===== src/rtl/core/bre_pkg.sv =====
// ----------------------------------------------------------------------------
// bre_pkg
// Types, codes and constants of the battery runtime estimator.
// ----------------------------------------------------------------------------
package bre_pkg;

    localparam int RATE_W      = 20;
    localparam int IN_TDATA_W  = 64;
    localparam int OUT_TDATA_W = 64;
    localparam int CFG_IDX_W   = 1;
    localparam int CFG_DATA_W  = 10;
    localparam int DIV_STEP_W  = 5;
    localparam int MIN_STEPS_N = 6;
    localparam int PCT_STEPS_N = 7;
    localparam int MIN_V_W     = RATE_W + MIN_STEPS_N;
    localparam int PCT_V_W     = RATE_W + PCT_STEPS_N;

    localparam logic [DIV_STEP_W-1:0] WIDE_STEPS = DIV_STEP_W'(RATE_W);
    localparam logic [DIV_STEP_W-1:0] MIN_STEPS  = DIV_STEP_W'(MIN_STEPS_N);
    localparam logic [DIV_STEP_W-1:0] PCT_STEPS  = DIV_STEP_W'(PCT_STEPS_N);

    // Configuration register indexes.
    localparam logic [CFG_IDX_W-1:0] CFG_ALARM_MINUTES    = 1'd0;
    localparam logic [CFG_IDX_W-1:0] CFG_HIDE_WHEN_ABSENT = 1'd1;
    localparam logic [CFG_DATA_W-1:0] ALARM_MIN_RESET     = 10'd10;

    // Status codes.
    localparam logic [2:0] STATUS_DISCHARGING  = 3'd0;
    localparam logic [2:0] STATUS_CHARGING     = 3'd1;
    localparam logic [2:0] STATUS_CHARGED      = 3'd2;
    localparam logic [2:0] STATUS_NOT_CHARGING = 3'd3;
    localparam logic [2:0] STATUS_ABSENT       = 3'd4;

    // Percent thresholds and limits.
    localparam logic [6:0] PCT_FULL = 7'd100;
    localparam logic [6:0] PCT_T95  = 7'd95;
    localparam logic [6:0] PCT_T75  = 7'd75;
    localparam logic [6:0] PCT_T50  = 7'd50;
    localparam logic [6:0] PCT_T25  = 7'd25;
    localparam logic [6:0] PCT_T15  = 7'd15;
    localparam logic [6:0] PCT_T8   = 7'd8;
    localparam logic [5:0] MINUTE_MAX = 6'd59;

    // Icon indexes.
    localparam logic [3:0] ICON_EMPTY  = 4'd0;
    localparam logic [3:0] ICON_CHG_LO = 4'd7;
    localparam logic [3:0] ICON_HIDDEN = 4'd13;

    typedef enum logic [3:0] {
        ST_IDLE,
        ST_RING_RD,
        ST_RING_WR,
        ST_AVG_LD,
        ST_AVG_DIV,
        ST_TIME_LD,
        ST_TIME_DIV,
        ST_MIN_LD,
        ST_MIN_DIV,
        ST_PCT_LD,
        ST_PCT_DIV,
        ST_FINISH
    } bre_state_t;

    // Input payload, first field in the highest bits.
    typedef struct packed {
        logic [2:0]        pad;
        logic              charging;
        logic [RATE_W-1:0] total_rate;
        logic [RATE_W-1:0] total_charge;
        logic [RATE_W-1:0] total_capacity;
    } bre_in_t;

    // Result payload, first field in the highest bits.
    typedef struct packed {
        logic [2:0]        pad;
        logic [RATE_W-1:0] average_rate;
        logic [3:0]        icon_level;
        logic [2:0]        status;
        logic              alarm;
        logic [5:0]        minutes;
        logic [RATE_W-1:0] hours;
        logic [6:0]        percent;
    } bre_out_t;

    function automatic logic [3:0] icon_of(input logic chg, input logic [6:0] pct);
        logic [3:0] lvl;
        if (pct >= PCT_T95) lvl = 4'd6;
        else if (pct >= PCT_T75) lvl = 4'd5;
        else if (pct >= PCT_T50) lvl = 4'd4;
        else if (pct >= PCT_T25) lvl = 4'd3;
        else if (pct >= PCT_T15) lvl = 4'd2;
        else if (pct >= PCT_T8) lvl = 4'd1;
        else lvl = ICON_EMPTY;
        // Charging icons sit six above the discharging ones and have no 8 percent step.
        if (chg) lvl = (lvl == ICON_EMPTY) ? ICON_CHG_LO : lvl + 4'd6;
        return lvl;
    endfunction

endpackage


===== src/rtl/core/battery_runtime_estimator_unit.sv =====
// ----------------------------------------------------------------------------
// battery_runtime_estimator_unit
// Each transaction with a battery present pushes its rate into a ring of the
// last SAMPLE_DEPTH samples (emptied when the charging flag flips) and returns
// percent, time to full or empty, alarm, status, icon and the averaged rate.
// All divisions go through one shared restoring divider that produces one
// quotient bit per cycle, and that divider sets the rate: an item with a
// battery present passes through ring read and write, then four divider
// passes of 20, 20, 6 and 7 quotient bits, each after its own load state,
// then a result state that waits for the output register to be free; an
// item without a battery goes straight to the result state. A new item is
// taken only back in idle. A result waits in the output register while the
// next item is computed. The rate ring needs no clearing pass after reset.
// ----------------------------------------------------------------------------
module battery_runtime_estimator_unit #(
    parameter int SAMPLE_DEPTH = 10
) (
    input  logic                            clk,
    input  logic                            rst_n,
    input  logic                            s_tvalid,
    output logic                            s_tready,
    // total_capacity[19:0], total_charge[39:20], total_rate[59:40],
    // charging[60], zero[63:61]
    input  logic [bre_pkg::IN_TDATA_W-1:0]  s_tdata,
    // battery_present[0]
    input  logic                            s_tuser,
    output logic                            m_tvalid,
    input  logic                            m_tready,
    // percent[6:0], hours[26:7], minutes[32:27], alarm[33], status[36:34],
    // icon_level[40:37], average_rate[60:41], zero[63:61]
    output logic [bre_pkg::OUT_TDATA_W-1:0] m_tdata,
    input  logic                            cfg_valid,
    output logic                            cfg_ready,
    input  logic [bre_pkg::CFG_IDX_W-1:0]   cfg_index,
    input  logic [bre_pkg::CFG_DATA_W-1:0]  cfg_data
);
    import bre_pkg::*;

    localparam int SLOT_W = $clog2(SAMPLE_DEPTH);
    localparam int CNT_W  = $clog2(2 * SAMPLE_DEPTH);
    localparam int SUM_W  = RATE_W + SLOT_W;
    localparam logic [CNT_W:0] DEPTH_X = (CNT_W + 1)'(SAMPLE_DEPTH);
    localparam logic [CNT_W:0] WRAP_X  = (CNT_W + 1)'(2 * SAMPLE_DEPTH);

    bre_state_t state_reg, state_next;
    bre_in_t    in_word;
    bre_out_t   res;
    logic       in_fire;
    logic       div_run;
    logic       out_free;
    logic       out_load;

    // Configuration.
    logic [CFG_DATA_W-1:0] alarm_min_reg;
    logic                  hide_reg;

    // Captured item.
    logic              present_reg;
    logic              charging_reg;
    logic [RATE_W-1:0] cap_reg;
    logic [RATE_W-1:0] charge_reg;
    logic [RATE_W-1:0] rate_reg;

    // Rate history.
    logic [RATE_W-1:0] ring_mem [SAMPLE_DEPTH];
    logic [RATE_W-1:0] ring_rd_reg;
    logic              last_chg_reg;
    logic [CNT_W-1:0]  count_reg;
    logic [SUM_W-1:0]  sum_reg;
    logic              chg_flip;
    logic [CNT_W-1:0]  count_eff;
    logic [CNT_W:0]    slot_wide;
    logic [SLOT_W-1:0] slot;
    logic              full;
    logic [CNT_W:0]    cnt_inc;
    logic [CNT_W:0]    cnt_wrap;
    logic [CNT_W-1:0]  count_next;
    logic [SUM_W-1:0]  sum_next;
    logic [CNT_W:0]    held;

    // Shared divider.
    logic [RATE_W-1:0]     rem_reg;
    logic [RATE_W-1:0]     dsr_reg;
    logic [RATE_W-1:0]     quo_reg;
    logic [RATE_W-1:0]     dvs_reg;
    logic [DIV_STEP_W-1:0] step_reg;
    logic [RATE_W:0]       div_ext;
    logic [RATE_W+1:0]     div_diff;
    logic                  div_take;
    logic [RATE_W-1:0]     rem_step;

    // Intermediate results.
    logic [RATE_W-1:0] avg_reg;
    logic [RATE_W-1:0] hours_reg;
    logic [5:0]        mins_reg;
    logic [RATE_W-1:0] time_x;
    logic [MIN_V_W-1:0] min_v;
    logic [PCT_V_W-1:0] pct_v;
    logic              avg_nz;
    logic [6:0]        pct_res;
    logic [10:0]       alarm_time;

    logic [OUT_TDATA_W-1:0] m_tdata_reg;
    logic                   m_tvalid_reg;

    assign in_word   = bre_in_t'(s_tdata);
    assign in_fire   = s_tvalid && s_tready;
    assign cfg_ready = 1'b1;
    assign m_tvalid  = m_tvalid_reg;
    assign m_tdata   = m_tdata_reg;
    assign out_free  = !m_tvalid_reg || m_tready;

    // ------------------------------------------------------------------
    // Ring bookkeeping
    // ------------------------------------------------------------------
    assign chg_flip  = last_chg_reg != charging_reg;
    assign count_eff = (state_reg == ST_RING_RD && chg_flip) ? '0 : count_reg;
    assign slot_wide = ({1'b0, count_eff} >= DEPTH_X) ? ({1'b0, count_eff} - DEPTH_X)
                                                      : {1'b0, count_eff};
    assign slot      = slot_wide[SLOT_W-1:0];
    assign full      = {1'b0, count_reg} >= DEPTH_X;
    assign cnt_inc   = {1'b0, count_reg} + (CNT_W + 1)'(1);
    assign cnt_wrap  = (cnt_inc >= WRAP_X) ? (cnt_inc - DEPTH_X) : cnt_inc;
    assign count_next = cnt_wrap[CNT_W-1:0];
    assign sum_next  = sum_reg - (full ? SUM_W'(ring_rd_reg) : '0) + SUM_W'(rate_reg);
    assign held      = full ? DEPTH_X : {1'b0, count_reg};

    // ------------------------------------------------------------------
    // Divider step: one quotient bit per cycle
    // ------------------------------------------------------------------
    assign div_ext  = {rem_reg, dsr_reg[RATE_W-1]};
    assign div_diff = {1'b0, div_ext} - {2'b00, dvs_reg};
    assign div_take = !div_diff[RATE_W+1];
    assign rem_step = div_take ? div_diff[RATE_W-1:0] : div_ext[RATE_W-1:0];

    // Operand set-up for the later passes.
    assign time_x = charging_reg ? ((cap_reg > charge_reg) ? (cap_reg - charge_reg) : '0)
                                 : charge_reg;
    // 60 * remainder; the quotient of the minutes pass stays below 64.
    assign min_v  = MIN_V_W'({rem_reg, 6'b0}) - MIN_V_W'({rem_reg, 2'b0});
    // 100 * charge; the quotient stays below 128 whenever charge < capacity.
    assign pct_v  = PCT_V_W'({charge_reg, 6'b0}) + PCT_V_W'({charge_reg, 5'b0})
                  + PCT_V_W'({charge_reg, 2'b0});

    // ------------------------------------------------------------------
    // Result assembly
    // ------------------------------------------------------------------
    assign avg_nz     = avg_reg != '0;
    assign alarm_time = 11'({hours_reg[4:0], 6'b0}) - 11'({hours_reg[4:0], 2'b0})
                      + 11'(mins_reg);

    always_comb
    begin
        if (cap_reg == '0)
        begin
            pct_res = '0;
        end
        else if (charge_reg >= cap_reg)
        begin
            pct_res = PCT_FULL;
        end
        else
        begin
            pct_res = quo_reg[6:0];
        end
    end

    always_comb
    begin
        res = '0;
        if (!present_reg)
        begin
            res.status     = STATUS_ABSENT;
            res.icon_level = hide_reg ? ICON_HIDDEN : ICON_EMPTY;
        end
        else
        begin
            res.percent      = pct_res;
            res.average_rate = avg_reg;
            res.icon_level   = icon_of(charging_reg, pct_res);
            if (avg_nz)
            begin
                res.hours   = hours_reg;
                res.minutes = mins_reg;
            end
            if (charging_reg)
            begin
                if (avg_nz)
                begin
                    res.status = STATUS_CHARGING;
                end
                else if (charge_reg >= cap_reg)
                begin
                    res.status = STATUS_CHARGED;
                end
                else
                begin
                    res.status = STATUS_NOT_CHARGING;
                end
            end
            else
            begin
                res.status = STATUS_DISCHARGING;
                // More than 17 hours is always above any 10-bit minute limit.
                res.alarm  = avg_nz && (hours_reg[RATE_W-1:5] == '0)
                          && (alarm_time <= {1'b0, alarm_min_reg});
            end
        end
    end

    // ------------------------------------------------------------------
    // Control FSM
    // ------------------------------------------------------------------
    always_comb
    begin
        state_next = state_reg;
        case (state_reg)
            ST_IDLE:
            begin
                if (in_fire)
                begin
                    state_next = s_tuser ? ST_RING_RD : ST_FINISH;
                end
            end
            ST_RING_RD:  state_next = ST_RING_WR;
            ST_RING_WR:  state_next = ST_AVG_LD;
            ST_AVG_LD:   state_next = ST_AVG_DIV;
            ST_AVG_DIV:
            begin
                if (step_reg == DIV_STEP_W'(1))
                begin
                    state_next = ST_TIME_LD;
                end
            end
            ST_TIME_LD:  state_next = ST_TIME_DIV;
            ST_TIME_DIV:
            begin
                if (step_reg == DIV_STEP_W'(1))
                begin
                    state_next = ST_MIN_LD;
                end
            end
            ST_MIN_LD:   state_next = ST_MIN_DIV;
            ST_MIN_DIV:
            begin
                if (step_reg == DIV_STEP_W'(1))
                begin
                    state_next = ST_PCT_LD;
                end
            end
            ST_PCT_LD:   state_next = ST_PCT_DIV;
            ST_PCT_DIV:
            begin
                if (step_reg == DIV_STEP_W'(1))
                begin
                    state_next = ST_FINISH;
                end
            end
            ST_FINISH:
            begin
                if (out_free)
                begin
                    state_next = ST_IDLE;
                end
            end
            default:     state_next = ST_IDLE;
        endcase
    end

    always_comb
    begin
        s_tready = 1'b0;
        div_run  = 1'b0;
        out_load = 1'b0;
        case (state_reg)
            ST_IDLE:     s_tready = 1'b1;
            ST_AVG_DIV,
            ST_TIME_DIV,
            ST_MIN_DIV,
            ST_PCT_DIV:  div_run  = 1'b1;
            ST_FINISH:   out_load = out_free;
            default:     s_tready = 1'b0;
        endcase
    end

    always_ff @(posedge clk or negedge rst_n)
    begin
        if (!rst_n)
        begin
            state_reg     <= ST_IDLE;
            alarm_min_reg <= ALARM_MIN_RESET;
            hide_reg      <= 1'b0;
            last_chg_reg  <= 1'b0;
            count_reg     <= '0;
            sum_reg       <= '0;
            m_tvalid_reg  <= 1'b0;
        end
        else
        begin
            state_reg <= state_next;
            if (cfg_valid && cfg_ready)
            begin
                case (cfg_index)
                    CFG_ALARM_MINUTES:    alarm_min_reg <= cfg_data;
                    CFG_HIDE_WHEN_ABSENT: hide_reg      <= cfg_data[0];
                    default:              hide_reg      <= hide_reg;
                endcase
            end
            // A change of the charging flag empties the ring.
            if (state_reg == ST_RING_RD && chg_flip)
            begin
                last_chg_reg <= charging_reg;
                count_reg    <= '0;
                sum_reg      <= '0;
            end
            if (state_reg == ST_RING_WR)
            begin
                count_reg <= count_next;
                sum_reg   <= sum_next;
            end
            if (out_load)
            begin
                m_tvalid_reg <= 1'b1;
            end
            else if (m_tready)
            begin
                m_tvalid_reg <= 1'b0;
            end
        end
    end

    // ------------------------------------------------------------------
    // Rate ring memory
    // ------------------------------------------------------------------
    always_ff @(posedge clk)
    begin
        if (state_reg == ST_RING_WR)
        begin
            ring_mem[slot] <= rate_reg;
        end
        if (state_reg == ST_RING_RD)
        begin
            ring_rd_reg <= ring_mem[slot];
        end
    end

    // ------------------------------------------------------------------
    // Datapath registers
    // ------------------------------------------------------------------
    always_ff @(posedge clk)
    begin
        if (in_fire)
        begin
            present_reg  <= s_tuser;
            charging_reg <= in_word.charging;
            cap_reg      <= in_word.total_capacity;
            charge_reg   <= in_word.total_charge;
            rate_reg     <= in_word.total_rate;
        end
        if (div_run)
        begin
            rem_reg  <= rem_step;
            dsr_reg  <= {dsr_reg[RATE_W-2:0], 1'b0};
            quo_reg  <= {quo_reg[RATE_W-2:0], div_take};
            step_reg <= step_reg - DIV_STEP_W'(1);
        end
        case (state_reg)
            ST_AVG_LD:
            begin
                dvs_reg  <= RATE_W'(held);
                rem_reg  <= RATE_W'(sum_reg >> RATE_W);
                dsr_reg  <= sum_reg[RATE_W-1:0];
                step_reg <= WIDE_STEPS;
            end
            ST_TIME_LD:
            begin
                avg_reg  <= quo_reg;
                dvs_reg  <= quo_reg;
                rem_reg  <= '0;
                dsr_reg  <= time_x;
                step_reg <= WIDE_STEPS;
            end
            ST_MIN_LD:
            begin
                hours_reg <= quo_reg;
                rem_reg   <= min_v[MIN_V_W-1:MIN_STEPS_N];
                dsr_reg   <= {min_v[MIN_STEPS_N-1:0], {(RATE_W - MIN_STEPS_N){1'b0}}};
                step_reg  <= MIN_STEPS;
            end
            ST_PCT_LD:
            begin
                mins_reg <= quo_reg[5:0];
                dvs_reg  <= cap_reg;
                rem_reg  <= pct_v[PCT_V_W-1:PCT_STEPS_N];
                dsr_reg  <= {pct_v[PCT_STEPS_N-1:0], {(RATE_W - PCT_STEPS_N){1'b0}}};
                step_reg <= PCT_STEPS;
            end
            default:
            begin
                avg_reg <= avg_reg;
            end
        endcase
        if (out_load)
        begin
            m_tdata_reg <= res;
        end
    end

endmodule


===== config.mk =====
export PLATFORM = sky130hd
export DESIGN_NAME = battery_runtime_estimator_unit
export DESIGN_NICKNAME = d
export VERILOG_FILES = /design/src/rtl/core/bre_pkg.sv /design/src/rtl/core/battery_runtime_estimator_unit.sv
export SDC_FILE = /design/constraint.sdc
export NUM_CORES = 1
export LEC_CHECK = 0
export BUFFER_PORTS_ARGS = -buffer_cell sky130_fd_sc_hd__buf_2
export CAP_MARGIN = 20
export CORE_ASPECT_RATIO = 0.7
export CORE_UTILIZATION = 46
export CTS_BUF_LIST = sky130_fd_sc_hd__clkbuf_16
export DETAILED_ROUTE_END_ITERATION = 10
export HOLD_SLACK_MARGIN = 0.12
export MAX_ROUTING_LAYER = met4
export PLACE_DENSITY = 0.68
export SYNTH_ARGS = -nofsm -noshare
export SYNTH_HDL_FRONTEND = slang
export SYNTH_SLANG_ARGS = --single-unit
export TNS_END_PERCENT = 50

===== constraint.sdc =====
create_clock -name clk -period 14.4 [get_ports clk]
set_clock_uncertainty 0.15 [all_clocks]
set_input_delay 1.44 -clock clk [delete_from_list [all_inputs] [get_ports clk]]
set_output_delay 1.44 -clock clk [all_outputs]
set_load 0.1 [all_outputs]

## Yosys cells after proc, flatten, opt, wreduce, memory -nomap -nowiden

Memories as Yosys holds them, arrays and structs flattened. A register that Yosys moved wholly into a read port is not among the register bits.
Cells that the tools add are included.

| storage, ports and cells | value |
|---|---|
| output and inout bits | 67 |
| memory bits (writable) | 200 |
| word-level logic and storage cells | 150 |
| bits of input ports | 81 |
| register bits | 300 |
| memories | 1 |

| cells by class | value |
|---|---|
| reduce and logical (&&, ||, !) cells | 26 |
| equal/unequal tests | 19 |
| muxes and demuxes | 49 |
| bitwise operators | 3 |
| add/sub/neg operators | 14 |
| magnitude comparators | 12 |

Memory list:

| memory | depth | width | read ports | clocked after Yosys merged registers in | wr ports | RTL line | text |
|---|---|---|---|---|---|---|---|
| ring_mem | 10 | 20 | 1 | 1 | 1 | battery_runtime_estimator_unit.sv:65 | `logic [RATE_W-1:0] ring_mem [SAMPLE_DEPTH];` |

Operators by type and width:

| kind | number |
|---|---|
| 20-bit case mux with 4 select lines | 2 |
| 20-bit two-way mux | 6 |
| 20-bit case mux with 3 select lines | 1 |
| 24-bit two-way mux | 2 |
| 4-bit two-way mux | 12 |
| 4-bit case mux with 12 select lines | 1 |
| 26-bit by 25-bit adder with 27-bit output | 1 |
| 27-bit by 22-bit adder with 27-bit output | 1 |
| 26-bit by 22-bit subtractor with 26-bit output | 1 |
| 5-bit two-way mux | 5 |
| 24-bit by 20-bit adder with 24-bit output | 1 |
| 24-bit by 20-bit subtractor with 24-bit output | 1 |
| 21-bit by 20-bit subtractor with 22-bit output | 1 |
| 7-bit two-way mux | 3 |
| 20-bit greater-or-equal comparator | 1 |
| 20-bit > comparator | 1 |
| 20-bit logical NOT | 1 |
| 20-bit nonzero test | 1 |
| 20-bit subtractor | 1 |
| 4-bit by 3-bit equality test with 1-bit output, second input constant | 4 |
| 4-bit equality test, second input constant | 4 |
| 15-bit logical NOT | 1 |
| 5-bit case mux with 3 select lines | 1 |
| 7-bit by 4-bit greater-or-equal comparator with 1-bit output, second input constant | 2 |
| 35 further kinds | 68 |

## Depth between registers and ports, before layout

Gate-level depths: netlist of run 1.

| logic depth | value |
|---|---|
| word-level depth | 15 |
| gate-level depth with buffers | 21 |
| mapped depth without buffers | 19 |

## Worst setup path after synthesis of run 1

OpenSTA, ideal clock, no wires.

| path | value |
|---|---|
| path kind | in2reg |
| from | input port m_tready |
| to | register m_tdata_reg[0], in the netlist m_tdata[0] (enable) |
| stages on the path | 2 |
| path slack | 8.053 ns |
| buffers on the path | 0 |
| arrival time | 5.642 ns |
| library setup time | 0.555 ns |
| data required time | 13.695 ns |
| cells stage by stage | nor2b_1 > nor3_1 |

| between the ends | value |
|---|---|
| cells in the longest elaborated chain, start to end | 2 |

Ends and longest elaborated chain:

| item | RTL line | text |
|---|---|---|
| from (decl) | battery_runtime_estimator_unit.sv:28 | `input logic m_tready,` |
| 1-bit logical OR | battery_runtime_estimator_unit.sv:111 | `assign out_free = !m_tvalid_reg \|\| m_tready;` |
| 1-bit two-way mux | battery_runtime_estimator_unit.sv:275 | `case (state_reg)` |
| named net out_load | battery_runtime_estimator_unit.sv:51 | `logic out_load;` |
| to (signal assigned) | battery_runtime_estimator_unit.sv:405 | `m_tdata_reg <= res;` |
| to (decl) | battery_runtime_estimator_unit.sv:103 | `logic [OUT_TDATA_W-1:0] m_tdata_reg;` |

The timed path passes the listed nets, and every way through them passes these cells.
A chain may end at the register's enable or synchronous reset.

## Worst setup path after layout of run 1

| path | value |
|---|---|
| from | register count_reg[0] |
| to | register sum_reg[22] |

| between the ends | value |
|---|---|
| cells in the longest elaborated chain, start to end | 5 |

Ends and longest elaborated chain:

| item | RTL line | text |
|---|---|---|
| from (decl) | battery_runtime_estimator_unit.sv:68 | `logic [CNT_W-1:0] count_reg;` |
| from (signal assigned) | battery_runtime_estimator_unit.sv:318 | `count_reg <= count_next;` |
| 5-bit by 4-bit greater-or-equal comparator with 1-bit output | battery_runtime_estimator_unit.sv:121 | `assign full = {1'b0, count_reg} >= DEPTH_X;` |
| 20-bit two-way mux | battery_runtime_estimator_unit.sv:125 | `assign sum_next = sum_reg - (full ? SUM_W'(ring_rd_reg) : '0) + SUM_W'(rate_reg);` |
| 24-bit by 20-bit subtractor with 24-bit output | battery_runtime_estimator_unit.sv:125 |  |
| 24-bit by 20-bit adder with 24-bit output | battery_runtime_estimator_unit.sv:125 |  |
| 24-bit two-way mux | battery_runtime_estimator_unit.sv:316 | `if (state_reg == ST_RING_WR)` |
| to (signal assigned) | battery_runtime_estimator_unit.sv:319 | `sum_reg <= sum_next;` |
| to (decl) | battery_runtime_estimator_unit.sv:69 | `logic [SUM_W-1:0] sum_reg;` |

Every way passes these cells.

==> results of run 1 <==
-- synth_stat cells (all sizes together), types with 6 or more instances --
master,instances
xor2,34
o21a,23
mux2i,33
edfxtp,474
a211oi,40
a22o,15
a222oi,15
mux4,25
a21oi,125
nor3,66
or3,10
ha,127
nor2b,40
nand2b,15
dfrtp,44
o31ai,9
nand4,6
xnor2,69
o21ai,126
nor2,97
nor4,25
a22oi,22
clkbuf,59
o22ai,22
buf,27
and3,14
inv,214
nand3,39
a21o,28
fa,39
a221oi,6
nand2,120
o21bai,9
o211ai,8
and2,57
a31oi,21
o221ai,7
-- layout by cell type (no fill, tap or decap), types with 64 or more instances in the layout --
cell type and n:
sky130_fd_sc_hd__edfxtp_1 474, sky130_fd_sc_hd__xnor2_1 69, sky130_fd_sc_hd__inv_1 217, sky130_fd_sc_hd__a21oi_1 122
sky130_fd_sc_hd__ha_1 127, sky130_fd_sc_hd__nor3_1 64, sky130_fd_sc_hd__buf_2 140, sky130_fd_sc_hd__o21ai_0 81
sky130_fd_sc_hd__nor2_1 88, sky130_fd_sc_hd__nand2_1 116
-- cells by family (layout without fill, tap and decap cells) --
group | after synthesis | in the layout | share of synthesized area, %
AOI/OAI and AO/OA | 510 | 510 | 12.48
xor gates and xnor gates | 103 | 103 | 3.379
adders and majority gates | 167 | 167 | 8.915
buffers and inverters | 300 | 479 | 4.406
DFF | 520 | 520 | 57.64
muxes | 61 | 61 | 3.487
other | 2 | 5 | 0.02813
and+or+nand+nor | 510 | 510 | 9.665
-- critical path: cells and delay by family (launching register included) --
family	cells	cell delay [ps]
buf+inv	3	530
flops	1	660
xor+xnor	1	190
fa+ha+maj	3	1160
simple gates	2	400
compound gates	10	2010
-- power breakdown --
group	internal, mW	total (mW)	switching (mW)
logic	1.17	3.09	1.92
registers	2.12	2.40	0.287
clock network	0.750	1.35	0.603
-- how the worst max path moves through the flow --
stage	cells after the start	slack, ps	to
floorplan	2	8050	m_tdata[0]$_SDFFCE_PN0P_
global route	19	8740	sum_reg[22]$_DFFE_PN0P_
CTS	19	9160	sum_reg[22]$_DFFE_PN0P_
global placement	19	9240	sum_reg[22]$_DFFE_PN0P_
finish	19	9150	sum_reg[22]$_DFFE_PN0P_
detailed placement	19	9190	sum_reg[22]$_DFFE_PN0P_
-- stage by stage --
stage          hold slack (ps)  util, %  setup WS [ps]  std cells
2_1_floorplan            295.5        -           8053       2175
3_3_place_gp             349.9    49.51           9241       3006
3_5_place_dp             362.2    49.51           9194       3006
4_1_cts                  370.2    52.51           9163       3101
5_1_grt                  396.9    52.56           8739       3105
6_report                 366.6    52.56           9154       3105
-- cell type report --
cell class	count	area (um^2)	share of cell area [%]
Sequential cell	520	15390	51.29
Multi-Input combinational cell	1355	10230	34.10
Clock buffer	53	1326	4.421
Tap cell	750	938.4	3.128
Timing Repair Buffer	170	929.6	3.099
Inverter	214	803.3	2.677
Clock inverter	42	384.1	1.280
Antenna cell	1	2.502	0.008341
-- layer usage --
| layer | routed length [um] | track usage [%] | share of wire [%] |
|---|---|---|---|
| met1 | 31470 | 34.12 | 47 |
| met2 | 28780 | 32.82 | 43 |
| met3 | 6152 | 5.656 | 9.1 |
| met4 | 1005 | 4.597 | 1.5 |
| met5 | 0 | - | 0 |
==> results.toml, run 1 <==
[route]
drc_errors = 0
drt_iter0_markers = 2014
vias_per_cell = 5.774
vias = 17928
ant_nets = 0
wl_mm = 67.41
wl_per_cell_um = 21.71
drtPass1Iterations = 7

[critical_path]
critical_path.max_stage_delay_ps = 660
regToRegEndpoint = "sum_reg[22]$_DFFE_PN0P_"
timing.rr.start = "count_reg[0]$_DFF_PN0_"
crit_path_max_fanout = 22
worstSetupStartpoint = "count_reg[0]$_DFF_PN0_"
worstSetupStartpointType = "register"
cell_with_the_most_instances_on_the_worst_path = "sky130_fd_sc_hd__a21oi_1"
cp_cell_sequence = "inv_1 > ha_1 > or3_1 > a21oi_1 > buf_4 > nor2b_1 > fa_1 > inv_1 > fa_1 > a21o_1 > a21oi_1 > o21bai_1 > a21oi_1 > o21ai_1 > a211oi_1 > o21ai_0 > a31oi_1 > xor2_1 > o21ai_1"
worst_r2r_path_depth = 19
timing.critical_path.slowest_stage_cell = "sky130_fd_sc_hd__dfrtp_1"
worst-endpoint-required_ps = 14720
critPathArrivalTime_ps = 5570
worstSetupEndpointType = "register"
worst-r2r-setup-slack_ps = 9150
criticalPathCategory = "reg -> reg"

[min_path]
hp-start = "alarm_min_reg[1]$_DFFE_PN1P_"
hold_end = "alarm_min_reg[1]$_DFFE_PN1P_"
min-delay-path-class = "reg -> reg"
min_delay_path_depth = 2

[yosys]
gate_count_post_synth = 2173
synth_largest_area_cell = "sky130_fd_sc_hd__edfxtp_1"
top_area_cell_type_share_of_the_netlist_area_pct = 53.32
synth.yosys.warnings = 0
synth_enable_flop_cells = 474
synth_cell_type_count = 86
ys.flop_type = "sky130_fd_sc_hd__edfxtp_1"
synth_seq_area_share_pct = 57.64
yosys_register_bits = 520
postSynthAreaPerCell_um2 = 12.28
synth.top_cells.by_area = "sky130_fd_sc_hd__edfxtp_1 (53%), sky130_fd_sc_hd__ha_1 (6.0%), sky130_fd_sc_hd__dfrtp_1 (4.1%), sky130_fd_sc_hd__inv_1 (3.0%), sky130_fd_sc_hd__fa_1 (2.9%)"
syn-cell-area_um2 = 26690
async_flop_share_pct = 8.846

[sta]
final_period_minus_worst_setup_slack_ps = 5246
rsz0062_at_grt = "no"
final_setup_violation_count = 0
max_freq_mhz = 190.6
fin_setup_tns_ps = 0
slew_headroom_pct = 32.21
final-max-slew-violation-count = 0
final_worst_path_cycle_share_pct = 36.43
hold_vio_cnt_final = 0
worst-slew-pin-transition_ps = 1016

[placed_design]
place_congestion = 0.9428
io_buffer_count = 140
dp.final_hpwl_mm = 47.01
placed_cell_area_um2 = 28260

[cts]
numCtsBuffers = 52
clk_path_buf_depth = 3
worst_setup_hold_path_clk_slew_ps = 70
clock_tree_from_tritoncts = "done"
numClockSinks = 520
post_cts_resize_count = 0
cts-root-buf = "sky130_fd_sc_hd__clkbuf_16"
insertion_delay_ps = 620
cts-hold-fix-buffers = 0
cts.repair_timing.setup_buffer_count = 0
cts_htree_levels = 2

[die]
die_w_um = 289.9
floorplan.io_pins = 148
core_area_um2 = 57090
start_util_pct = 46.76
chipHeight_um = 203.6
fp.dieArea_um2 = 59010
placementRows = 73

[pwr]
post-layout-total-power_mw = 6.842
power-per-cell-area_nw_per_um2 = 228.0
power.leakage_nw = 11.57
worst_ir_drop_vdd_mv = 0.1064

[global_routing]
grt_antenna_before_repair = 1
grt_overall_usage_pct = 23.28
grt_start_max_net_pins = 72
globalRouteOverflowTotal = 0
global_route_wire_length_before_repair_mm = 101.9
grt_pass1_vias = 17313

[layout]
largest_register_ff_count = 200
post_route_cells_drive_above_1_share_pct = 13.76
nets = 2560
area_of_all_placed_cells_without_fillers_um2 = 30000
area.growth.synth_to_final_pct = 12.39
num-fill-cells = 4763

[run]
cap_violations = 0

[status]
run_status = "completed"
(Power assumes the default switching activity.)
==> run 2, diff against run 1 <==
==> constraint.sdc (replaced) <==
create_clock -name clk -period 5.1 [get_ports clk]
set_clock_uncertainty 0.15 [all_clocks]
set_input_delay 0.51 -clock clk [delete_from_list [all_inputs] [get_ports clk]]
set_output_delay 0.51 -clock clk [all_outputs]
set_load 0.1 [all_outputs]
==> results.toml, run 2 (same netlist as run 1, synthesis figures left out) <==
[pwr]
post-layout-total-power_mw = 19.43
switchingPower_mw = 7.958
power.leakage_nw = 11.98
worst_ir_drop_vdd_mv = 0.3082
intPower_mw = 11.47
power.sequential.fraction_pct = 34.7
power-per-cell-area_nw_per_um2 = 630.1
power_switching_share_pct = 40.97
pwr-share-comb_pct = 45.9
part_of_the_total_power_dissipated_in_the_clock_network_pct = 19.4

[min_path]
hp-start = "m_tready"
min-delay-path-class = "in -> reg"

[cts]
cts.repair_timing.setup_buffer_count = 0
cts-root-buf = "sky130_fd_sc_hd__clkbuf_16"
numCtsBuffers = 52
numClockSinks = 520
insertion_delay_ps = 620
clock_tree_from_tritoncts = "done"
worst_setup_hold_path_clk_slew_ps = 60
clk_path_buf_depth = 3
cts_htree_levels = 2

[placed_design]
place_congestion = 0.9335
dp.final_hpwl_mm = 48.19
io_buffer_count = 140

[die]
start_util_pct = 46.76
fp.dieArea_um2 = 59010
placementRows = 73
core_area_um2 = 57090
floorplan.io_pins = 148
die_w_um = 289.9
chipHeight_um = 203.6

[route]
ant_nets = 0
vias = 18403
drtPass1Iterations = 6
vias_per_cell = 5.771
drt_iter0_markers = 2110
drc_errors = 0
wl_per_cell_um = 21.32
wl_mm = 67.98

[global_routing]
grt_pass1_vias = 17824
globalRouteMet1Util_pct = 35.73
globalRouteOverflowTotal = 0
groute.layer.met3.usage_pct = 4.621
grt_antenna_before_repair = 0
gr-usage-met2_pct = 33.30
grt_start_max_net_pins = 63
global_route_wire_length_before_repair_mm = 104.3
grt_overall_usage_pct = 23.75
gr-max-usage-layer = "met1"

[sta]
final_setup_violation_count = 0
final_period_minus_worst_setup_slack_ps = 4690
final_worst_path_cycle_share_pct = 91.95
hold_vio_cnt_final = 0
slew_headroom_pct = 28.17
max_freq_mhz = 213.2
fin_setup_tns_ps = 0
rsz0062_at_grt = "no"
hold_slack_ps = 161.9
worst-slew-pin-transition_ps = 1075
final-max-slew-violation-count = 0

[critical_path]
worstSetupStartpoint = "count_reg[1]$_DFF_PN0_"
cp_cell_sequence = "ha_1 > or3_1 > a21oi_1 > buf_12 > nor2b_1 > fa_1 > inv_1 > fa_1 > a21o_1 > a21oi_1 > o21bai_1 > a21oi_2 > o21ai_1 > a211oi_2 > o21ai_0 > a31oi_1 > xor2_1 > o21ai_1"
critPathArrivalTime_ps = 5040
critical_path.max_stage_delay_ps = 510
worstSetupStartpointType = "register"
worst-r2r-setup-slack_ps = 410
crit_path_max_fanout = 12
timing.rr.start = "count_reg[1]$_DFF_PN0_"
timing.critical_path.slowest_stage_cell = "sky130_fd_sc_hd__dfrtp_1"
criticalPathCategory = "reg -> reg"
worstSetupEndpointType = "register"
worst-endpoint-required_ps = 5450

[layout]
ant_cells = 0
area.growth.synth_to_final_pct = 15.50
final_common_cell = "sky130_fd_sc_hd__edfxtp_1"
final_core_utilization_pct = 54.01
mostFrequentLayoutCells = "sky130_fd_sc_hd__edfxtp_1 (474), sky130_fd_sc_hd__inv_1 (225), sky130_fd_sc_hd__buf_2 (140), sky130_fd_sc_hd__ha_1 (127), sky130_fd_sc_hd__a21oi_1 (120)"
nets = 2646
largest_register_ff_count = 200
post_route_cells_drive_above_1_share_pct = 13.49

[run]
cap_violations = 0

[status]
run_status = "completed"
## run 2: cell types whose count changed in the layout (fill, tap and decap cells not counted), sizes merged
cell,previous run,this run
clkinv,22,17
clkinvlp,10,6
inv,220,228
buf,170,181
clkbuf,53,52
diode,1,0
dlygate4sd3,0,75
bufinv,4,5
## run 2: stage by stage
step	std cells	setup slack, ps	area (um^2)
CTS	3188	234.7	30810
global placement	3019	271.4	28400
global route	3189	25.30	30830
finish	3189	410.3	30830
floorplan	2175	-716.1	26710
detailed placement	3019	268.3	28400
## run 2: what timing repair did
action / in CTS / in global routing
endpoints found under the hold margin: 118 / 0
endpoints found under the setup margin: 0 / 3
resized for setup: 0 / 3
hold buffers: 75 / 0
## run 2: cell type report
| cell class | instances | area, um^2 |
|---|---|---|
| clock buffer | 52 | 1301 |
| fill | 4713 | 26250 |
| multi-input combinational | 1355 | 10250 |
| tap | 750 | 938.4 |
| sequential | 520 | 15390 |
| timing repair buffer | 256 | 1788 |
| clock inverter | 42 | 360.3 |
| inverter | 214 | 803.3 |
## run 2: power groups by stage
stage	registers, mW	logic, mW	clock network (mW)
detailed placement	6.79	8.68	0
finish	6.74	8.91	3.77
CTS	6.72	8.79	3.84
global route	6.82	9.85	3.98
floorplan	6.84	6.29	0
global placement	6.77	8.44	0
## run 2: critical path: cells and delay by family (launching register included)
family          cells  cell delay (ps)
buf+inv             2              260
xor+xnor            1              170
fa+ha+maj           3             1180
simple gates        2              360
flops               1              510
compound gates     10             1950
## run 2: path summary, 6_finish.rpt
path / end / cells past startpoint
max: sum_reg[22]$_DFFE_PN0P_ / 18
min: m_tvalid$_DFFE_PN0P_ / 3
max reg2reg: sum_reg[22]$_DFFE_PN0P_ / 18
min reg2reg: alarm_min_reg[1]$_DFFE_PN1P_ / 2
max in group asynchronous: count_reg[3]$_DFF_PN0_ / 3
min in group asynchronous: alarm_min_reg[6]$_DFFE_PN0P_ / 3
## run 2: routing by layer
metal	vias up	routed length, um
li1	8498	-
met1	9135	32610
met2	705	28600
met3	65	5910
met4	0	862
met5	-	0
==> run 3, diff against run 2 <==
--- a/config.mk
+++ b/config.mk
@@ -10,6 +10,7 @@
 export CORE_ASPECT_RATIO = 0.7
 export CORE_UTILIZATION = 46
 export CTS_BUF_LIST = sky130_fd_sc_hd__clkbuf_16
+export CTS_CLUSTER_SIZE = 10
 export DETAILED_ROUTE_END_ITERATION = 10
 export HOLD_SLACK_MARGIN = 0.12
 export MAX_ROUTING_LAYER = met4
==> constraint.sdc (replaced) <==
create_clock -name clk -period 6 [get_ports clk]
set_clock_uncertainty 0.15 [all_clocks]
set_input_delay 0.6 -clock clk [delete_from_list [all_inputs] [get_ports clk]]
set_output_delay 0.6 -clock clk [all_outputs]
set_load 0.1 [all_outputs]
==> results.toml, run 3 (same netlist as run 1, synthesis figures left out) <==
[status]
run_status = "completed"

[layout]
nets = 2642
post_route_cells_drive_above_1_share_pct = 12.55
mostFrequentLayoutCells = "sky130_fd_sc_hd__edfxtp_1 (474), sky130_fd_sc_hd__inv_1 (257), sky130_fd_sc_hd__buf_2 (140), sky130_fd_sc_hd__ha_1 (127), sky130_fd_sc_hd__a21oi_1 (122)"
largest_register_ff_count = 200
final_common_cell = "sky130_fd_sc_hd__edfxtp_1"
ant_cells = 0
ff_latch_area_um2 = 15390
multi_input_comb_area_um2 = 10230
area.growth.synth_to_final_pct = 15.36
num-fill-cells = 4663
layout.cells.non_filler = 3196

[critical_path]
timing.critical_path.max_delay_family = "compound AO/OA/AOI/OAI gates"
worstSetupStartpointType = "register"
worst-r2r-setup-slack_ps = 840
worstSetupEndpointType = "register"
crit_path_max_fanout = 19
critical_path.max_stage_delay_ps = 500
cp_cell_sequence = "ha_1 > or3_1 > a21oi_1 > buf_4 > nor2b_1 > fa_1 > inv_1 > ha_1 > o211ai_1 > a21boi_1 > and2_1 > a21oi_1 > o21ai_1 > a211oi_1 > o21ai_0 > a31oi_1 > xor2_1 > o21ai_1"
critPathArrivalTime_ps = 5500
critical_path_buf_inv_count = 2
timing.critical_path.slowest_stage_cell = "sky130_fd_sc_hd__dfrtp_1"
worst-endpoint-required_ps = 6330
criticalPathCategory = "reg -> reg"

[sta]
final-max-slew-violation-count = 0
final_worst_path_cycle_share_pct = 86.07
slew_headroom_pct = 31.68
rsz0062_at_grt = "no"
hold_vio_cnt_final = 0
worst-slew-pin-transition_ps = 1023
max_freq_mhz = 193.6
fin_setup_tns_ps = 0
final_setup_violation_count = 0
final_period_minus_worst_setup_slack_ps = 5164

[placed_design]
dp.final_hpwl_mm = 47.97
placed_cells_incl_taps = 3010
io_buffer_count = 140
place_congestion = 0.9389

[route]
wl_per_cell_um = 21.58
vias = 18338
ant_nets = 0
drt_iter0_markers = 2147
wl_mm = 68.96
drc_errors = 0
vias_per_cell = 5.738
drtPass1Iterations = 6

[die]
start_util_pct = 46.76
die_w_um = 289.9
fp.dieArea_um2 = 59010
floorplan.io_pins = 148
core_area_um2 = 57090
chipHeight_um = 203.6
placementRows = 73

[cts]
clk_path_buf_depth = 3
cts_htree_levels = 2
cts-root-buf = "sky130_fd_sc_hd__clkbuf_16"
worst_setup_hold_path_clk_slew_ps = 60
insertion_delay_ps = 640
numClockSinks = 520
numCtsBuffers = 59
clock_tree_from_tritoncts = "done"

[pwr]
power.leakage_nw = 12.07
power-per-cell-area_nw_per_um2 = 535.7
worst_ir_drop_vdd_mv = 0.3311

[global_routing]
grt_overall_usage_pct = 24.06
grt_pass1_vias = 17924
grt_antenna_before_repair = 0
globalRouteOverflowTotal = 0
global_route_wire_length_before_repair_mm = 105.7
grt_start_max_net_pins = 63

[run]
cap_violations = 0

[min_path]
min-delay-path-class = "in -> reg"
run 3: cell count changes in the layout (fill, tap and decap cells not counted), moves of 5 or more:
cell | before | now
sky130_fd_sc_hd__bufinv_16 | 5 | 0
sky130_fd_sc_hd__buf_4 | 38 | 30
sky130_fd_sc_hd__clkinv_2 | 8 | 1
sky130_fd_sc_hd__inv_1 | 225 | 257
sky130_fd_sc_hd__clkbuf_16 | 52 | 59
sky130_fd_sc_hd__clkinvlp_4 | 6 | 1
run 3: final cells by class:
cell class,count,area share [%]
clock buffers,59,4.794
clock inverters,53,0.8491
inverters,214,2.608
multi-input cells,1355,33.22
flip-flops and latches,520,49.97
well taps,750,3.047
repair buffers,245,5.513
run 3: repair_timing:
item,CTS,global route
hold buffers,72,0
endpoints found under the hold margin,116,0
gates resized for setup,0,0
setup buffers,0,0
run 3: layer usage:
metal,global-route usage [%],vias to the layer above,share of wire (%)
met5,-,-,0
met4,6.041,0,1.9
met3,3.596,92,8.1
met2,33.12,694,42
met1,36.97,9083,48
li1,-,8469,-
run 3: metrics by stage:
step	utilization (%)	setup WS [ps]	area (um^2)	hold slack, ps	power [mW]
after floorplan	-	115.6	26700	154.4	11.16
after global placement	49.59	1041	28310	360.7	12.92
after detailed placement	49.61	982.1	28320	366.4	13.17
after CTS	53.92	917.0	30780	147.3	16.45
after global routing	53.95	576.4	30800	178.2	17.53
final	53.95	835.9	30800	172.1	16.50
run 3: final timing paths:
check,from,endpoint,cells after the start
setup / recovery,count_reg[1]$_DFF_PN0_,sum_reg[22]$_DFFE_PN0P_,18
max in group asynchronous,rst_n,sum_reg[0]$_DFFE_PN0P_,3
min in group asynchronous,rst_n,alarm_min_reg[6]$_DFFE_PN0P_,3
hold reg to reg,last_chg_reg$_DFFE_PN0P_,last_chg_reg$_DFFE_PN0P_,1
hold / removal,cfg_valid,hide_reg$_DFFE_PN0P_,3
setup reg to reg,count_reg[1]$_DFF_PN0_,sum_reg[22]$_DFFE_PN0P_,18
run 3: worst register-to-register path, stage by stage (launching register included):
cell,delay (ps)
sky130_fd_sc_hd__dfrtp_1,500
sky130_fd_sc_hd__ha_1,230
sky130_fd_sc_hd__or3_1,300
sky130_fd_sc_hd__a21oi_1,470
sky130_fd_sc_hd__buf_4,370
sky130_fd_sc_hd__nor2b_1,100
sky130_fd_sc_hd__fa_1,490
sky130_fd_sc_hd__inv_1,50
sky130_fd_sc_hd__ha_1,320
sky130_fd_sc_hd__o211ai_1,260
sky130_fd_sc_hd__a21boi_1,150
sky130_fd_sc_hd__and2_1,160
sky130_fd_sc_hd__a21oi_1,280
sky130_fd_sc_hd__o21ai_1,140
sky130_fd_sc_hd__a211oi_1,390
sky130_fd_sc_hd__o21ai_0,190
sky130_fd_sc_hd__a31oi_1,220
sky130_fd_sc_hd__xor2_1,170
sky130_fd_sc_hd__o21ai_1,70
run 3: power breakdown:
| group | switching (mW) | internal, mW |
|---|---|---|
| Clock | 1.44 | 1.77 |
| Sequential | 0.676 | 5.08 |
| Combinational | 4.69 | 2.85 |
